### src/design/bpc_pkg.sv
package bpc_pkg;

	localparam int unsigned ARITH_WIDTH = 32;
	localparam int unsigned CNT_W = $clog2(ARITH_WIDTH);

	typedef logic [ARITH_WIDTH-1:0] word_t;

	typedef logic [1:0] cfg_index_t;
	localparam cfg_index_t CFG_COEFF_A = 2'd0;
	localparam cfg_index_t CFG_COEFF_B = 2'd1;
	localparam cfg_index_t CFG_COEFF_C = 2'd2;
	localparam cfg_index_t CFG_OSS     = 2'd3;

	localparam logic MODE_TEMP  = 1'b0;
	localparam logic MODE_PRESS = 1'b1;

	localparam word_t K_4000  = word_t'(4000);
	localparam word_t K_3038  = word_t'(3038);
	localparam word_t K_M7357 = word_t'(-7357);
	localparam word_t K_3791  = word_t'(3791);
	localparam word_t K_32768 = word_t'(32768);
	localparam logic [16:0] K_50000 = 17'd50000;

	// Arithmetic right shift of a datapath word by n bits.
	function automatic word_t sra(input word_t x, input logic [4:0] n);
		return word_t'($signed(x) >>> n);
	endfunction

	function automatic word_t sx16(input logic [15:0] v);
		return {{(ARITH_WIDTH-16){v[15]}}, v};
	endfunction

	function automatic word_t zx16(input logic [15:0] v);
		return {{(ARITH_WIDTH-16){1'b0}}, v};
	endfunction

	function automatic word_t mag(input word_t x);
		return x[ARITH_WIDTH-1] ? word_t'(-x) : x;
	endfunction

endpackage

### src/design/bpc_mul.sv
module bpc_mul (
	input  logic           clk,
	input  logic           arst_n,
	input  logic           start,
	input  bpc_pkg::word_t a,
	input  bpc_pkg::word_t b,
	output logic           done,
	output bpc_pkg::word_t p
);

	bpc_pkg::word_t a_q, b_q, acc_q;
	logic [bpc_pkg::CNT_W-1:0] cnt_q;
	logic busy_q, done_q;

	// One multiplier bit per cycle; only the low word of the product is kept.
	always_ff @(posedge clk or negedge arst_n) begin
		if (!arst_n) begin
			busy_q <= 1'b0;
			done_q <= 1'b0;
			cnt_q  <= '0;
		end else begin
			done_q <= 1'b0;
			if (start) begin
				busy_q <= 1'b1;
				cnt_q  <= '0;
			end else if (busy_q) begin
				cnt_q <= cnt_q + 1'b1;
				if (cnt_q == {bpc_pkg::CNT_W{1'b1}}) begin
					busy_q <= 1'b0;
					done_q <= 1'b1;
				end
			end
		end
	end

	always_ff @(posedge clk) begin
		if (start) begin
			a_q   <= a;
			b_q   <= b;
			acc_q <= '0;
		end else if (busy_q) begin
			if (b_q[0])
				acc_q <= acc_q + a_q;
			a_q <= a_q << 1;
			b_q <= b_q >> 1;
		end
	end

	assign done = done_q;
	assign p    = acc_q;

endmodule

### src/design/bpc_div.sv
module bpc_div (
	input  logic           clk,
	input  logic           arst_n,
	input  logic           start,
	input  bpc_pkg::word_t n,
	input  bpc_pkg::word_t d,
	output logic           done,
	output bpc_pkg::word_t q
);

	bpc_pkg::word_t rem_q, quo_q, den_q;
	logic [bpc_pkg::CNT_W-1:0] cnt_q;
	logic busy_q, done_q;
	logic [bpc_pkg::ARITH_WIDTH:0] shifted, trial;

	// Restoring division, one quotient bit per cycle.
	assign shifted = {rem_q, quo_q[bpc_pkg::ARITH_WIDTH-1]};
	assign trial   = shifted - {1'b0, den_q};

	always_ff @(posedge clk or negedge arst_n) begin
		if (!arst_n) begin
			busy_q <= 1'b0;
			done_q <= 1'b0;
			cnt_q  <= '0;
		end else begin
			done_q <= 1'b0;
			if (start) begin
				busy_q <= 1'b1;
				cnt_q  <= '0;
			end else if (busy_q) begin
				cnt_q <= cnt_q + 1'b1;
				if (cnt_q == {bpc_pkg::CNT_W{1'b1}}) begin
					busy_q <= 1'b0;
					done_q <= 1'b1;
				end
			end
		end
	end

	always_ff @(posedge clk) begin
		if (start) begin
			rem_q <= '0;
			quo_q <= n;
			den_q <= d;
		end else if (busy_q) begin
			if (!trial[bpc_pkg::ARITH_WIDTH]) begin
				rem_q <= trial[bpc_pkg::ARITH_WIDTH-1:0];
				quo_q <= {quo_q[bpc_pkg::ARITH_WIDTH-2:0], 1'b1};
			end else begin
				rem_q <= shifted[bpc_pkg::ARITH_WIDTH-1:0];
				quo_q <= {quo_q[bpc_pkg::ARITH_WIDTH-2:0], 1'b0};
			end
		end
	end

	assign done = done_q;
	assign q    = quo_q;

endmodule

### src/design/barometric_pressure_compensation.sv
// Temperature item: one serial multiply and one divide from accept to result.
// Pressure item: ten serial multiplies and one divide.
// One item is worked on at a time; the next is taken once the result is in the output register.
// Reset (arst_n low, asynchronous) clears the coefficients, sets oversampling to 3,
// clears the stored B5 and empties the output register.
module barometric_pressure_compensation (
	input  logic        clk,
	input  logic        arst_n,
	input  logic        in_valid,
	output logic        in_ready,
	input  logic        mode,
	input  logic [23:0] raw_reading,
	output logic        out_valid,
	input  logic        out_ready,
	output logic        kind,
	output logic [31:0] value,
	output logic        divide_error,
	input  logic        cfg_valid,
	output logic        cfg_ready,
	input  logic [1:0]  cfg_index,
	input  logic [63:0] cfg_data
);

	// The sequencer walks the compensation formula one operation per state.
	// Each multiply or divide state launches the shared serial multiplier or divider on entry
	// (op_busy_q low) and captures the result when the unit signals done.
	typedef enum logic [4:0] {
		S_IDLE, S_T_X1, S_T_CHK, S_T_DIV,
		S_P_SQ, S_P_X1, S_P_X2, S_P_B3, S_P_X1B, S_P_X2B, S_P_B4, S_P_B7,
		S_P_DIV, S_P_F1, S_P_F2, S_P_F3, S_DONE
	} state_t;

	state_t state_q;
	logic op_busy_q;

	logic [63:0] coeff_a_q, coeff_b_q;
	logic [31:0] coeff_c_q;
	logic [1:0]  oss_q;
	bpc_pkg::word_t b5_q;

	logic        mode_q;
	logic [23:0] raw_q;
	bpc_pkg::word_t x1_q, x3_q, sq_q, na_q, b3_q, b4_q, b7_q, p_q;
	bpc_pkg::word_t res_val_q;
	logic        res_err_q;

	logic        out_valid_q, kind_q, err_q;
	logic [31:0] value_q;

	// Coefficients, unpacked.
	bpc_pkg::word_t ac1, ac2, ac3, ac4, ac5, ac6, b1, b2, mc, md;
	assign ac1 = bpc_pkg::sx16(coeff_a_q[63:48]);
	assign ac2 = bpc_pkg::sx16(coeff_a_q[47:32]);
	assign ac3 = bpc_pkg::sx16(coeff_a_q[31:16]);
	assign ac4 = bpc_pkg::zx16(coeff_a_q[15:0]);
	assign ac5 = bpc_pkg::zx16(coeff_b_q[63:48]);
	assign ac6 = bpc_pkg::zx16(coeff_b_q[47:32]);
	assign b1  = bpc_pkg::sx16(coeff_b_q[31:16]);
	assign b2  = bpc_pkg::sx16(coeff_b_q[15:0]);
	assign mc  = bpc_pkg::sx16(coeff_c_q[31:16]);
	assign md  = bpc_pkg::sx16(coeff_c_q[15:0]);

	bpc_pkg::word_t ut, up, b6, tdiv, b3_t, b3_mag, p_sr8, scale;
	assign ut     = bpc_pkg::zx16(raw_q[15:0]);
	assign up     = bpc_pkg::word_t'(raw_q >> (4'd8 - {2'b00, oss_q}));
	assign b6     = b5_q - bpc_pkg::K_4000;
	assign tdiv   = x1_q + md;
	assign b3_t   = (((ac1 << 2) + x3_q) << oss_q) + bpc_pkg::word_t'(2);
	assign b3_mag = bpc_pkg::mag(b3_t) >> 2;
	assign p_sr8  = bpc_pkg::sra(p_q, 5'd8);
	assign scale  = bpc_pkg::word_t'(bpc_pkg::K_50000 >> oss_q);

	// Shared serial units.
	logic mul_start, mul_done, div_start, div_done;
	bpc_pkg::word_t mul_a, mul_b, mul_p, div_n, div_d, div_q;

	bpc_mul u_mul (
		.clk(clk), .arst_n(arst_n), .start(mul_start),
		.a(mul_a), .b(mul_b), .done(mul_done), .p(mul_p)
	);

	bpc_div u_div (
		.clk(clk), .arst_n(arst_n), .start(div_start),
		.n(div_n), .d(div_d), .done(div_done), .q(div_q)
	);

	always_comb begin
		mul_a = '0;
		mul_b = '0;
		div_n = '0;
		div_d = '0;
		unique case (state_q)
			S_T_X1:  begin mul_a = ut - ac6;     mul_b = ac5; end
			S_T_DIV: begin div_n = bpc_pkg::mag(na_q); div_d = bpc_pkg::mag(tdiv); end
			S_P_SQ:  begin mul_a = b6;           mul_b = b6; end
			S_P_X1:  begin mul_a = b2;           mul_b = sq_q; end
			S_P_X2:  begin mul_a = ac2;          mul_b = b6; end
			S_P_X1B: begin mul_a = ac3;          mul_b = b6; end
			S_P_X2B: begin mul_a = b1;           mul_b = sq_q; end
			S_P_B4:  begin mul_a = ac4;          mul_b = x3_q + bpc_pkg::K_32768; end
			S_P_B7:  begin mul_a = up - b3_q;    mul_b = scale; end
			S_P_DIV: begin
				// With its top bit clear B7 is doubled before the divide, else the quotient is doubled after it.
				div_n = b7_q[bpc_pkg::ARITH_WIDTH-1] ? b7_q : (b7_q << 1);
				div_d = b4_q;
			end
			S_P_F1:  begin mul_a = p_sr8;        mul_b = p_sr8; end
			S_P_F2:  begin mul_a = x1_q;         mul_b = bpc_pkg::K_3038; end
			S_P_F3:  begin mul_a = p_q;          mul_b = bpc_pkg::K_M7357; end
			default: begin end
		endcase
	end

	logic is_mul_state;
	always_comb begin
		case (state_q)
			S_T_X1, S_P_SQ, S_P_X1, S_P_X2, S_P_X1B, S_P_X2B, S_P_B4, S_P_B7,
			S_P_F1, S_P_F2, S_P_F3: is_mul_state = 1'b1;
			default:                is_mul_state = 1'b0;
		endcase
	end
	assign mul_start = is_mul_state && !op_busy_q;
	assign div_start = (state_q == S_T_DIV || state_q == S_P_DIV) && !op_busy_q;

	logic op_done;
	assign op_done = op_busy_q && (mul_done || div_done);

	// Quotient of the temperature divide with the sign restored.
	bpc_pkg::word_t t_x2, t_nb5, f3_x2;
	assign t_x2  = (na_q[bpc_pkg::ARITH_WIDTH-1] ^ tdiv[bpc_pkg::ARITH_WIDTH-1])
		? bpc_pkg::word_t'(-div_q) : div_q;
	assign t_nb5 = x1_q + t_x2;
	assign f3_x2 = bpc_pkg::sra(mul_p, 5'd16);

	assign in_ready  = (state_q == S_IDLE);
	assign cfg_ready = 1'b1;

	always_ff @(posedge clk or negedge arst_n) begin
		if (!arst_n) begin
			state_q     <= S_IDLE;
			op_busy_q   <= 1'b0;
			coeff_a_q   <= '0;
			coeff_b_q   <= '0;
			coeff_c_q   <= '0;
			oss_q       <= 2'd3;
			b5_q        <= '0;
			out_valid_q <= 1'b0;
		end else begin
			if (cfg_valid) begin
				unique case (cfg_index)
					bpc_pkg::CFG_COEFF_A: coeff_a_q <= cfg_data;
					bpc_pkg::CFG_COEFF_B: coeff_b_q <= cfg_data;
					bpc_pkg::CFG_COEFF_C: coeff_c_q <= cfg_data[31:0];
					bpc_pkg::CFG_OSS:     oss_q     <= cfg_data[1:0];
					default: begin end
				endcase
			end

			if (out_valid_q && out_ready)
				out_valid_q <= 1'b0;

			if (mul_start || div_start)
				op_busy_q <= 1'b1;
			else if (op_done)
				op_busy_q <= 1'b0;

			unique case (state_q)
				S_IDLE: begin
					if (in_valid) begin
						mode_q    <= mode;
						raw_q     <= raw_reading;
						res_err_q <= 1'b0;
						res_val_q <= '0;
						state_q   <= (mode == bpc_pkg::MODE_PRESS) ? S_P_SQ : S_T_X1;
					end
				end
				S_T_X1: if (op_done) begin
					x1_q    <= bpc_pkg::sra(mul_p, 5'd15);
					state_q <= S_T_CHK;
				end
				S_T_CHK: begin
					na_q <= mc << 11;
					if (tdiv == '0) begin
						res_err_q <= 1'b1;
						state_q   <= S_DONE;
					end else begin
						state_q <= S_T_DIV;
					end
				end
				S_T_DIV: if (op_done) begin
					b5_q      <= t_nb5;
					res_val_q <= bpc_pkg::sra(t_nb5 + bpc_pkg::word_t'(8), 5'd4);
					state_q   <= S_DONE;
				end
				S_P_SQ: if (op_done) begin
					sq_q    <= bpc_pkg::sra(mul_p, 5'd12);
					state_q <= S_P_X1;
				end
				S_P_X1: if (op_done) begin
					x1_q    <= bpc_pkg::sra(mul_p, 5'd11);
					state_q <= S_P_X2;
				end
				S_P_X2: if (op_done) begin
					x3_q    <= x1_q + bpc_pkg::sra(mul_p, 5'd11);
					state_q <= S_P_B3;
				end
				S_P_B3: begin
					// B3 divides by four with truncation toward zero.
					b3_q    <= b3_t[bpc_pkg::ARITH_WIDTH-1] ? bpc_pkg::word_t'(-b3_mag) : b3_mag;
					state_q <= S_P_X1B;
				end
				S_P_X1B: if (op_done) begin
					x1_q    <= bpc_pkg::sra(mul_p, 5'd13);
					state_q <= S_P_X2B;
				end
				S_P_X2B: if (op_done) begin
					x3_q    <= bpc_pkg::sra(x1_q + bpc_pkg::sra(mul_p, 5'd16)
						+ bpc_pkg::word_t'(2), 5'd2);
					state_q <= S_P_B4;
				end
				S_P_B4: if (op_done) begin
					b4_q    <= mul_p >> 15;
					state_q <= S_P_B7;
				end
				S_P_B7: if (op_done) begin
					b7_q <= mul_p;
					if (b4_q == '0) begin
						res_err_q <= 1'b1;
						state_q   <= S_DONE;
					end else begin
						state_q <= S_P_DIV;
					end
				end
				S_P_DIV: if (op_done) begin
					p_q     <= b7_q[bpc_pkg::ARITH_WIDTH-1] ? (div_q << 1) : div_q;
					state_q <= S_P_F1;
				end
				S_P_F1: if (op_done) begin
					x1_q    <= mul_p;
					state_q <= S_P_F2;
				end
				S_P_F2: if (op_done) begin
					x1_q    <= bpc_pkg::sra(mul_p, 5'd16);
					state_q <= S_P_F3;
				end
				S_P_F3: if (op_done) begin
					res_val_q <= p_q + bpc_pkg::sra(x1_q + f3_x2 + bpc_pkg::K_3791, 5'd4);
					state_q   <= S_DONE;
				end
				S_DONE: begin
					// Hand the result over once the output register is free.
					if (!out_valid_q || out_ready) begin
						out_valid_q <= 1'b1;
						kind_q      <= mode_q;
						value_q     <= res_val_q[31:0];
						err_q       <= res_err_q;
						state_q     <= S_IDLE;
					end
				end
				default: state_q <= S_IDLE;
			endcase
		end
	end

	assign out_valid    = out_valid_q;
	assign kind         = kind_q;
	assign value        = value_q;
	assign divide_error = err_q;

endmodule

### config.mk
export PLATFORM = sky130hd
export DESIGN_NAME = barometric_pressure_compensation
export DESIGN_NICKNAME = d
export VERILOG_FILES = /design/src/design/bpc_pkg.sv /design/src/design/bpc_mul.sv /design/src/design/bpc_div.sv /design/src/design/barometric_pressure_compensation.sv
export SDC_FILE = /design/constraint.sdc
export NUM_CORES = 2
export LEC_CHECK = 0
export BUFFER_PORTS_ARGS = -buffer_cell sky130_fd_sc_hd__buf_2
export CAP_MARGIN = 0
export CORE_ASPECT_RATIO = 0.9
export CORE_MARGIN = 2
export CORE_UTILIZATION = 35
export CTS_CLUSTER_DIAMETER = 100
export DETAILED_ROUTE_END_ITERATION = 8
export SYNTH_ARGS = -nofsm -noshare
export SYNTH_HDL_FRONTEND = slang
export SYNTH_SLANG_ARGS = --single-unit
### constraint.sdc
create_clock -name clk -period 7.9 [get_ports clk]
set_input_delay 0.79 -clock clk [delete_from_list [all_inputs] [get_ports clk]]
set_output_delay 0.79 -clock clk [all_outputs]
set_load 0.02 [all_outputs]
Word level (Yosys, flattened, before mapping):

Memories as Yosys holds them, arrays and structs flattened.
Index checks and enable logic that the tools add are counted.

* word-level logic and storage cells: 225
* output and inout port bits: 37
* memory bits (read-only): 16
* register bits: 712
* memories kept: 1
* input port bits: 96

Memory list
* (name not given): words 16, bits a word 1, read ports 1, clocked after memory_dff 0, wr ports 0, line barometric_pressure_compensation.sv:116 `case (state_q)`

* muxes and demuxes: 77
* shifts and indexed selects: 3
* bitwise operators: 1
* equality and inequality tests: 39
* reduce and logical (&&, ||, !) cells: 43
* add/subtract/negate cells: 24

Operator list (number)
* 2-to-1 mux 32 bit: 23
* case mux 32 bit (11 select lines): 1
* case mux 32 bit (8 select lines): 1
* adder 32 bit: 7
* case mux 32 bit (2 select lines): 3
* case mux 32 bit (5 select lines): 1
* negator 32 bit: 4
* 2-to-1 mux 5 bit: 20
* case mux 32 bit (3 select lines): 1
* case mux 5 bit (16 select lines): 1
* adder 32 x 2 -> 32 bit, second input constant: 2
* logical NOT 32 bit: 2
* equality test 5 x 4 -> 1 bit, second input constant: 8
* != test 2 bit, second input constant: 17
* subtractor 33 x 32 -> 33 bit: 1
* adder 32 x 12 -> 32 bit, second input constant: 1
* adder 32 x 16 -> 32 bit, second input constant: 1
* adder 32 x 4 -> 32 bit, second input constant: 1
* negator 30 -> 32 bit: 1
* << shifter 32 x 2 -> 32 bit: 1
* >> shifter 16 x 2 -> 32 bit, first input constant: 1
* >> shifter 24 x 4 -> 32 bit: 1
* subtractor 32 x 12 -> 32 bit, second input constant: 1
* subtractor 32 bit: 1
* other kinds (32): 86

Logic depth before layout (Yosys ltp):

* depth after elaboration: 7
* gate-level depth with buffers: 33
* depth with buffers taken out: 33

Cells and area by module:

Synthesis repeated with hierarchy kept, for this count alone.

* cells, all modules: 5496
* area total of the unflattened synthesis: 52422.8 µm²

By module, submodules not included
* barometric_pressure_compensation: area each 40701.5 µm², seq. area each 14191.1 µm², cells an instance 4408, instances 1
* bpc_mul: area each 5915.7 µm², seq. area each 2737.6 µm², cells an instance 566, instances 1
* bpc_div: area each 5805.6 µm², seq. area each 2737.6 µm², cells an instance 522, instances 1

Worst setup path after synthesis:

No wires, ideal clock.

* path type: reg-to-reg
* from: reg coeff_c_q[15]
* to: reg res_val_q[26], data pin
* required time: 7.629 ns
* data arrival time: 7.669 ns
* library setup time: 0.271 ns
* clock period less this slack: 7.940 ns
* path buffers: 2
* stages on the path, launching flop included: 33
* slack: -0.040 ns
* cells stage by stage: dfrtp_1 ha_1 clkbuf_1 a21oi_1 nor2_1 o21ai_0 nand2_1 or3_1 a211oi_1 o31ai_1 o2111ai_1 a31oi_1 xor2_1 xnor2_1 clkbuf_1 o41ai_1 xnor2_1 ha_1 o21ai_0 nor2_1 and3_1 or3_1 a21oi_1 xnor2_1 nand4_1 nor2_1 nand4_1 or4_1 nor2_1 or4b_2 nor3_1 xnor2_1 o22ai_1

* cells in the longest elaborated chain, start to end: 7

RTL lines
* start, declared: line barometric_pressure_compensation.sv:37 `logic [31:0] coeff_c_q;`
* start signal, assigned: line barometric_pressure_compensation.sv:153 `bpc_pkg::CFG_COEFF_C: coeff_c_q <= cfg_data[31:0];`
* adder 32 bit: line barometric_pressure_compensation.sv:67 `assign tdiv = x1_q + md;`
* XOR 1 bit: line barometric_pressure_compensation.sv:130 `assign t_x2 = (na_q[bpc_pkg::ARITH_WIDTH-1] ^ tdiv[bpc_pkg::ARITH_WIDTH-1])`
* 2-to-1 mux 32 bit: line barometric_pressure_compensation.sv:131 `? bpc_pkg::word_t'(-div_q) : div_q;`
* adder 32 bit: line barometric_pressure_compensation.sv:132 `assign t_nb5 = x1_q + t_x2;`
* adder 32 x 4 -> 32 bit: line barometric_pressure_compensation.sv:192 `res_val_q <= bpc_pkg::sra(t_nb5 + bpc_pkg::word_t'(8), 5'd4);`
* 2-to-1 mux 32 bit: line barometric_pressure_compensation.sv:190 `S_T_DIV: if (op_done) begin`
* case mux 32 bit (3 select lines): line barometric_pressure_compensation.sv:167 `unique case (state_q)`
* end signal, assigned: line barometric_pressure_compensation.sv:192
* end signal, assigned: line barometric_pressure_compensation.sv:247 `res_val_q <= p_q + bpc_pkg::sra(x1_q + f3_x2 + bpc_pkg::K_3791, 5'd4);`
* end, declared: line barometric_pressure_compensation.sv:44 `bpc_pkg::word_t res_val_q;`

No other way between the ends. The select of a mux whose other input is x is not followed.
A chain may end at the register's enable or synchronous reset.

Worst setup path after layout:

* from: reg x1_q[5]
* to: reg res_val_q[27], data pin

* cells in the longest elaborated chain, start to end: 7
* elaborated cells on any way between the ends: 11
* those cells by class: add/sub (6); mux (4); bitwise (1)

RTL lines
* start, declared: line barometric_pressure_compensation.sv:43 `bpc_pkg::word_t x1_q, x3_q, sq_q, na_q, b3_q, b4_q, b7_q, p_q;`
* start signal, assigned: line barometric_pressure_compensation.sv:178 `x1_q <= bpc_pkg::sra(mul_p, 5'd15);`
* start signal, assigned: line barometric_pressure_compensation.sv:200 `x1_q <= bpc_pkg::sra(mul_p, 5'd11);`
* start signal, assigned: line barometric_pressure_compensation.sv:213 `x1_q <= bpc_pkg::sra(mul_p, 5'd13);`
* adder 32 bit: line barometric_pressure_compensation.sv:67
* XOR 1 bit: line barometric_pressure_compensation.sv:130
* 2-to-1 mux 32 bit: line barometric_pressure_compensation.sv:131
* adder 32 bit: line barometric_pressure_compensation.sv:132
* adder 32 x 4 -> 32 bit: line barometric_pressure_compensation.sv:192
* 2-to-1 mux 32 bit: line barometric_pressure_compensation.sv:190
* case mux 32 bit (3 select lines) *: line barometric_pressure_compensation.sv:167

Mark *: on every way between the ends. The rest lies on a longest branch, timed or not. The select of a mux whose other input is x is not followed.

==> flow_summary_export.csv <==
group,metric,value,unit
yosys,ys_warn_count,0,
yosys,yosysSeqAreaShare,38.0,%
worst_setup_path,rr_startpoint,"x1_q[5]",
timing,drv_slew,0,
floorplan,die_x,409,um
worst_setup_path,critical_path_required,8.32,ns
drt,totalWireLength,193000,um
floorplan,die_height,369,um
drt,wl_per_cell,25.0,um
cells_and_area,fin_area,59000,sq um
timing,holdWs,0.251,ns
floorplan,rows,133,
yosys,async_flop_share,30.2,%
flow_run,maxCapViolCount,0,
placement,gp_congestion,0.972,
cts,cts_tree,"done",
cells_and_area,reg_top3,"coeff_a_q: 64 flops, coeff_b_q: 64 flops",
cts,h-tree-depth,3,
placement,dp_cells,7584,
placement,preCtsSetupSlack,-0.478,ns
timing,fin_crit,7.66,ns
power_and_ir_drop,intPower,12.7,mW
drt,viasPerCell,5.92,
drt,num_vias,45900,
floorplan,start_util,35.4,%
power_and_ir_drop,clock_power_share,16.8,%
yosys,synthFlopType,"edfxtp_1",
yosys,synth_area_per_cell,9.40,sq um
cts,worstSkewPairLatency,0.71,ns
power_and_ir_drop,comb_power_share,60.1,%
timing,fmax,131,MHz
grt,grt_max_degree,81,
yosys,syn_area,51800,sq um
cts,cts_root_buffer,"clkbuf_16",
floorplan,io_pins,133,
timing,relSlewSlack,14.4,%
status,status,"completed",
power_and_ir_drop,p_sw_share,46.1,%
drt,drt-initial-drc-count,4975,
grt,grt_pass1_wl,282000,um
cells_and_area,layout.nets,6123,
cts,path_clk_slew,0.06,ns
worst_setup_path,r2r-end,"res_val_q[27]",
timing,fin_skew,0.0335,ns
worst_setup_path,critPathLaunchType,"register",
drt,antenna_left,0,
worst_setup_path,cpMostUsedCell,"buf_4",
yosys,synthCells,5509,
placement,hpwl,148000,um
cts,cts_num_sinks,712,
floorplan,dieArea,151000,sq um
worst_setup_path,crit_end,"res_val_q[27]",
power_and_ir_drop,powerDensity,400,nW/um^2
drt,remaining_drc_errors,0,
cells_and_area,area.growth.synth_to_final,13.9,%
grt,track_usage,24.8,%
timing,fin_setup_tns,0,ns
placement,port-buffer-count,131,
placement,dpl_cell_area,55900,sq um
cells_and_area,postLayoutCoreUtil,40.3,%
timing,final.period_utilization,96.9,%
grt,overflow,0,
grt,first_global_vias,42600,
worst_setup_path,cp-startpoint,"x1_q[5]",
worst_setup_path,cp_data_arrival_time,8.07,ns
cells_and_area,fillers,14500,
worst_setup_path,cp_max_fo,5,
yosys,ys_seq_elements,712,
floorplan,core_region_area,146000,sq um
timing,finalSetupViolCount,0,
power_and_ir_drop,switchingPower,10.9,mW
timing,finalHoldViolCount,0,
grt,antenna_found_initial,8,
power_and_ir_drop,fin_total_pwr,23.6,mW
worst_setup_path,crit_type,"register to register",
worst_setup_path,reg2reg_slack,0.24,ns
cells_and_area,drive_gt1_share,15.3,%
yosys,ys_types,117,
power_and_ir_drop,irDropWorstVdd,0.000271,V
worst_setup_path,critPathSlowestCell,"edfxtp_1",
timing,worst_slew_pin_slew,1.28,ns
worst_hold_path,hold_class,"input pin to register",
worst_setup_path,rr_worst_depth,38,
cells_and_area,layout.cells.non_filler,7753,
cts,cts_buffer_depth,3,
drt,first_pass_iters,9,
power_and_ir_drop,p_leak,23.3,nW
worst_setup_path,max_stage_delay,0.39,ns
power_and_ir_drop,seqPwrFrac,23.1,%
worst_setup_path,cp-end-kind,"register",
yosys,synth-edff-count,433,
cts,numCtsBuffers,81,
timing,layout_setup_ws,0.243,ns
[what timing repair did]
| action | in CTS | in global routing |
|---|---|---|
| resized for setup | 11 | 44 |
| setup endpoints to repair | 10 | 14 |
| hold endpoints to repair | 2 | 0 |
| hold buffers | 1 | 0 |
| buffers inserted | 3 | 7 |
| gates cloned | 0 | 0 |
| pin swaps | 4 | 30 |
[layout make-up]
cell class / count / area, sq um / area share, %
antenna: 6 / 15.0 / 0.0255
clock buffer: 105 / 2240 / 3.80
clock inverter: 47 / 514 / 0.872
tap: 1957 / 2450 / 4.15
timing repair buffer: 380 / 2550 / 4.32
sequential: 712 / 19700 / 33.3
multi-input combinational: 4352 / 30800 / 52.3
inverter: 194 / 728 / 1.23
[cells in the final DEF (no fill, tap or decap), types with 143 or more instances in the layout]
| master | n |
|---|---|
| nand2_1 | 466 |
| edfxtp_1 | 433 |
| nor2_1 | 410 |
| o21ai_0 | 331 |
| a21oi_1 | 320 |
| ha_1 | 296 |
| xnor2_1 | 285 |
| buf_4 | 245 |
| mux2_2 | 223 |
| dfrtp_1 | 211 |
| xor2_1 | 201 |
| inv_1 | 191 |
| nand3_1 | 165 |
| nor3_1 | 143 |
[worst min path at each step]
stage,startpoint,to,slack [ns],cells past startpoint
2_1_floorplan,res_err_q,divide_error,0.40,0
3_3_place_gp,res_val_q[5],value[5],0.41,0
3_5_place_dp,mode_q,kind,0.41,0
4_1_cts,raw_reading[6],raw_q[6],0.22,1
5_1_grt,raw_reading[20],raw_q[20],0.24,1
6_report,raw_reading[6],raw_q[6],0.25,1
[synth_stat cells, types with 17 or more instances]
library cell    n  area share, %
a211oi_1       55           0.80
a21boi_0       29           0.42
a21o_1         85            1.2
a21oi_1       325            3.1
a221oi_1       44           0.74
a222oi_1       28           0.54
a22o_1         27           0.46
a22oi_1        80            1.2
a31oi_1        48           0.58
and2_1         38           0.46
and3_1         68           0.82
buf_1          35           0.25
buf_2          20           0.19
clkbuf_1      194            1.4
dfrtp_1       213             10
dfxtp_1        64            2.5
edfxtp_1      433             25
ha_1          296            7.2
inv_1         193            1.4
mux2_2        223            4.8
mux2i_1       120            2.3
nand2_1       469            3.4
nand2b_1       62           0.75
nand3_1       167            1.6
nand3b_1       20           0.29
nand4_1        54           0.65
nor2_1        425            3.1
nor2b_1        39           0.47
nor3_1        153            1.5
nor3b_1        17           0.25
nor4_1         43           0.52
o2111ai_1      26           0.44
o211ai_1       28           0.41
o21a_1         62           0.90
o21ai_0       336            3.2
o21bai_1       22           0.32
o22ai_1        53           0.64
o31ai_1        40           0.58
o41ai_1        22           0.37
or2_2          21           0.25
or3_1          66           0.80
xnor2_1       288            4.9
xor2_1        203            3.4
[power by group through the flow]
stage,logic (mW),registers [mW],clock network [mW]
2_1_floorplan,9.44,5.32,0
3_3_place_gp,13.5,5.48,0
3_5_place_dp,13.6,5.50,0
4_1_cts,13.7,5.43,4.01
5_1_grt,15.3,5.50,4.14
6_report,14.2,5.45,3.96
[metal layers]
metal | share of wire [%] | global-route usage (%) | vias up
li1 | - | - | 21100
met2 | 42 | 36.7 | 2087
met3 | 9.7 | 5.88 | 384
met5 | 0.033 | 0 | -
met1 | 44 | 34.9 | 22300
met4 | 4.0 | 8.60 | 10
[critical path, delay by kind of cell, from the launching register on]
| family | cells | cell delay (ns) |
|---|---|---|
| flip-flops | 1 | 0.39 |
| XOR/XNOR | 3 | 0.61 |
| AO/OA/AOI/OAI | 14 | 2.52 |
| buffers and inverters | 8 | 1.21 |
| adder cells (fa/ha/maj) | 2 | 0.60 |
| AND/OR/NAND/NOR | 11 | 2.05 |
[kinds of logic after synthesis]
family          count (synthesis)  share of synthesized area [%]
mux                           346                           7.30
compound gates               1487                           19.2
other cells                     2                         0.0145
flops                         712                           38.0
buf+inv                       448                           3.33
simple gates                 1713                           16.1
fa+ha+maj                     307                           7.56
xor+xnor                      494                           8.43
Note: power is estimated with default switching activity, not from simulation.
